===== src/rtl/swpd_pkg.sv =====
// ----------------------------------------------------------------------------
// swpd_pkg: shared types and constants of the sliding window peak detector
// Beat layouts, window entry, probe and hit groups, register and verdict codes.
// ----------------------------------------------------------------------------
package swpd_pkg;

  localparam int unsigned MaxHalfSpanDef = 31;
  localparam int unsigned MaxResults     = 32;
  localparam int unsigned ResCntW        = $clog2(MaxResults + 1);
  localparam int unsigned SampleW        = 32;
  localparam int unsigned SpanW          = 5;
  localparam int unsigned EndW           = 2;
  localparam int unsigned CfgIdxW        = 2;
  localparam int unsigned CfgDataW       = 5;

  typedef enum logic [CfgIdxW-1:0] {
    CFG_HALF_SPAN = 2'd0,
    CFG_STRICT    = 2'd1,
    CFG_END_MODE  = 2'd2
  } cfg_idx_e;

  typedef enum logic [1:0] {
    VERDICT_NOT_PEAK = 2'd0,
    VERDICT_PEAK     = 2'd1,
    VERDICT_MISSING  = 2'd2
  } verdict_e;

  typedef enum logic [EndW-1:0] {
    END_NOT_PEAK = 2'd0,
    END_USE_DATA = 2'd1,
    END_MISSING  = 2'd2
  } end_mode_e;

  typedef struct packed {
    logic signed [SampleW-1:0] sample;
    logic                      sample_missing;
    logic                      column_end;
  } in_beat_t;

  typedef struct packed {
    verdict_e verdict;
    logic     last_of_run;
  } out_beat_t;

  typedef struct packed {
    logic signed [SampleW-1:0] value;
    logic                      miss;
  } entry_t;

  typedef struct packed {
    logic signed [SampleW-1:0] cv;
    logic                      strict;
  } probe_t;

  typedef struct packed {
    logic missing;
    logic beaten;
  } hit_t;

endpackage


===== src/rtl/swpd_cell.sv =====
// ----------------------------------------------------------------------------
// swpd_cell: one window position of the peak detector chain
// Holds one sample, hands it to the older neighbor on each shift, offers it as
// the center when addressed and judges it against the broadcast center value.
// ----------------------------------------------------------------------------
module swpd_cell #(
  parameter int unsigned Index = 0,
  parameter int unsigned IdxW  = 6
) (
  input  logic              clk_i,
  input  logic              shift_i,
  input  swpd_pkg::entry_t  entry_i,
  output swpd_pkg::entry_t  entry_o,
  input  swpd_pkg::probe_t  probe_i,
  input  logic [IdxW-1:0]   center_i,
  input  logic [IdxW-1:0]   lo_i,
  input  logic [IdxW-1:0]   hi_i,
  output swpd_pkg::entry_t  tap_o,
  output swpd_pkg::hit_t    hit_o
);
  import swpd_pkg::*;

  localparam logic [IdxW-1:0] Pos = IdxW'(Index);

  entry_t entry_q;
  logic   is_center;
  logic   in_win;
  logic   greater;
  logic   equal;

  always_ff @(posedge clk_i) begin
    if (shift_i) begin
      entry_q <= entry_i;
    end
  end

  assign entry_o   = entry_q;
  assign is_center = (center_i == Pos);
  assign in_win    = (Pos >= lo_i) && (Pos <= hi_i) && !is_center;
  assign greater   = $signed(entry_q.value) > $signed(probe_i.cv);
  assign equal     = (entry_q.value == probe_i.cv);

  assign tap_o          = is_center ? entry_q : '0;
  assign hit_o.missing  = in_win && entry_q.miss;
  assign hit_o.beaten   = in_win && !entry_q.miss && (greater || (probe_i.strict && equal));

endmodule


===== config.mk =====
export PLATFORM = sky130hd
export DESIGN_NAME = swpd_cell
export DESIGN_NICKNAME = d
export VERILOG_FILES = /design/src/rtl/swpd_pkg.sv /design/src/rtl/swpd_cell.sv
export SDC_FILE = /design/constraint.sdc
export NUM_CORES = 1
export LEC_CHECK = 0
export BUFFER_PORTS_ARGS = -buffer_cell sky130_fd_sc_hd__buf_2
export CAP_MARGIN = 20
export CORE_UTILIZATION = 41
export DETAILED_ROUTE_END_ITERATION = 6
export PLACE_DENSITY = 0.81
export SKIP_LAST_GASP = 1
export SYNTH_ARGS = -nofsm -noshare
export SYNTH_HDL_FRONTEND = slang
export SYNTH_SLANG_ARGS = --single-unit
export TNS_END_PERCENT = 100

===== constraint.sdc =====
create_clock -name clk_i -period 2.8 [get_ports clk_i]
set_input_delay 0.14 -clock clk_i [delete_from_list [all_inputs] [get_ports clk_i]]
set_output_delay 0.14 -clock clk_i [all_outputs]
set_load 0.05 [all_outputs]

==> run_results.csv <==
group,metric,value,unit
cts,clkTransAtPathRegs,70,ps
yosys,ys.flop_type,"edfxtp_1",
sta,min_period,2660,ps
sta,rsz0062_at_grt,"no",
cells_and_area,area_growth,46.5,%
cts,cts_root_buf,"clkbuf_8",
floorplan,io-pin-count,154,
floorplan,core_area,0.00482,mm²
pwr,p_total,1.36,mW
critical_path,worstPathMaxFanout,3,
global_route,gr-usage-met2,37.8,%
yosys,netlist_instances,197,
sta,max_freq,375,MHz
global_route,grt_overflow,0,
global_route,grt_max_degree,34,
placement,dpl-instance-area,0.00292,mm²
pwr,p_sw,0.467,mW
drt,antenna_left,0,
cells_and_area,drive_above_1_share,46.9,%
sta,hold_viol_final,0,
sta,setup_tns,0,ps
sta,setup_viol,0,
global_route,grtUsageTotal,19.7,%
critical_path,arrival,2520,ps
global_route,grt_busiest_layer,"met2",
sta,worst_pin_slew,783,ps
cts,cts_tree,"yes",
floorplan,initial_utilization,43.5,%
floorplan,row_count,25,
cells_and_area,layout_common_cells,"146 x buf_2, 34 x inv_1, 33 x edfxtp_1",
placement,dp_hpwl,4.31,mm
critical_path,crit_buf_inv,1,
cells_and_area,final_nets,471,
placement,place.gp.congestion,0.763,
sta,relSlewSlack,47.8,%
yosys,avgSynthCellArea,10.6,µm²
cts,hold_buffers,0,
global_route,grtUsageMet1,21.2,%
flow_run,maxCapViolations,0,
critical_path,critical-path-top-delay-family,"compound AO/OA/AOI/OAI gates",
global_route,antenna_found_initial,0,
pwr,leakage,1.65,nW
pwr,peakVddDrop,0.229,mV
critical_path,cp-end-kind,"primary output",
hold_path,hold_path.class,"input port to flip-flop",
drt,drt_pass1_iterations,4,
drt,vias,1975,
yosys,synth_nets,315,
pwr,swShare,34.4,%
cts,clkSinkCount,33,
yosys,ys_ff_latch,33,
cells_and_area,final_util,63.8,%
pwr,pwr-share-seq,45.5,%
drt,wl,5.53,mm
yosys,synth_top_area_share,47.3,%
yosys,synth_top_cell_by_area,"edfxtp_1",
yosys,yosysUniqueCellTypes,26,
pwr,combPwrFrac,29.2,%
global_route,grt_pass1_vias,1873,
yosys,synth_warnings,0,
critical_path,required,2660,ps
yosys,netlist_area,0.00210,mm²
cells_and_area,largest_register_ffs,33,
drt,drc_errors,0,
cells_and_area,final_common_cell,"buf_2",
pwr,p_int,0.892,mW
sta,period_share,95.1,%
placement,numPortBuffers,147,
floorplan,die_h,73.5,µm
pwr,p_clk_share,25.4,%
placement,pre_cts_ws,265,ps
critical_path,crit_type,"flip-flop to primary output",
floorplan,die_w,73.5,µm
cells_and_area,finalNonFillerCells,422,
yosys,async_flop_share,0,%
cts,numCtsBuffers,5,
drt,drtIter0Drc,52,
yosys,synth_edf_count,33,
sta,final_max_slew_viol_count,0,
floorplan,fp.dieArea,0.00540,mm²
drt,wire_per_inst,13.1,µm
global_route,grt_pass1_wl,8.00,mm
critical_path,slowest_stage,"edfxtp_1",
placement,dp.cells,409,
critical_path,path_cells,"ha_1 -> nand4_1 -> nor2_1 -> a2111oi_2 -> or3b_1 -> a221o_1 -> buf_6",
global_route,grtUsageMet3,3.70,%
critical_path,crit_path_max_incr_delay,420,ps
yosys,yosys-top-cells-area,"edfxtp_1 47%, ha_1 19%, and2_1 9.2%, inv_1 6.1%, a21oi_1 3.3%",
sta,fin_ws,136,ps
yosys,yosysSeqAreaShare,47.3,%
status,status,"finished, final reports clean",
cts,clock_path_buffers,2,
cts,cts_htree_levels,2,
cells_and_area,design_area,0.00307,mm²
drt,vias_per_cell,4.68,
critical_path,critPathLaunchType,"flip-flop",
pwr,cellPowerDensity,442,mW/mm²
sta,hold_ws,26.6,ps
[cells in the mapped netlist, types with 2 or more instances]
library cell,number
nor4_1,3
a21oi_1,14
nor2_1,6
nand4_1,8
edfxtp_1,33
clkbuf_1,3
o21ai_0,4
and2_1,31
nand3_1,2
a2111oi_0,2
inv_1,34
o211ai_1,2
ha_1,32
nand2_1,8
nor3_1,4
[final cells by class]
class | instances | area, µm²
clock inverter | 3 | 12.5
timing repair buffer | 152 | 779
multi-input combinational | 127 | 1010
clock buffer | 5 | 68.8
inverter | 34 | 128
fill | 420 | 1740
antenna | 1 | 2.50
tap | 67 | 83.8
sequential | 33 | 991
[kinds of logic after synthesis]
| kind of cell | count (synthesis) | share of synthesized area (%) |
|---|---|---|
| AOI/OAI and AO/OA | 28 | 8.53 |
| adders and majority gates | 32 | 19.1 |
| buffers and inverters | 37 | 6.62 |
| DFF | 33 | 47.3 |
| and+or+nand+nor | 67 | 18.5 |
[what timing repair did]
action,4_1_cts,5_1_grt
gates resized for setup,2,5
setup endpoints to repair,1,1
pin swaps,1,3
setup buffers,0,4
[metal layers]
metal | routed length (µm) | part of all wire [%]
met5 | 0 | 0
met4 | 62 | 1.1
met3 | 314 | 5.7
met2 | 2970 | 54
met1 | 2180 | 39
[power by group through the flow]
| stage | registers, mW | logic [mW] | clock network, mW |
|---|---|---|---|
| 2_1_floorplan | 0.758 | 0.117 | 0 |
| 5_1_grt | 0.623 | 0.431 | 0.379 |
| 6_report | 0.618 | 0.397 | 0.345 |
| 4_1_cts | 0.617 | 0.386 | 0.355 |
| 3_5_place_dp | 0.628 | 0.383 | 0 |
| 3_3_place_gp | 0.625 | 0.372 | 0 |
[worst paths after layout]
check	cells past startpoint	end	startpoint	slack, ps
setup / recovery	7	hit_o[0]	entry_o[16]	140
hold / removal	1	entry_o[5]	entry_i[5]	30
Note: power is estimated with default switching activity, not from simulation.
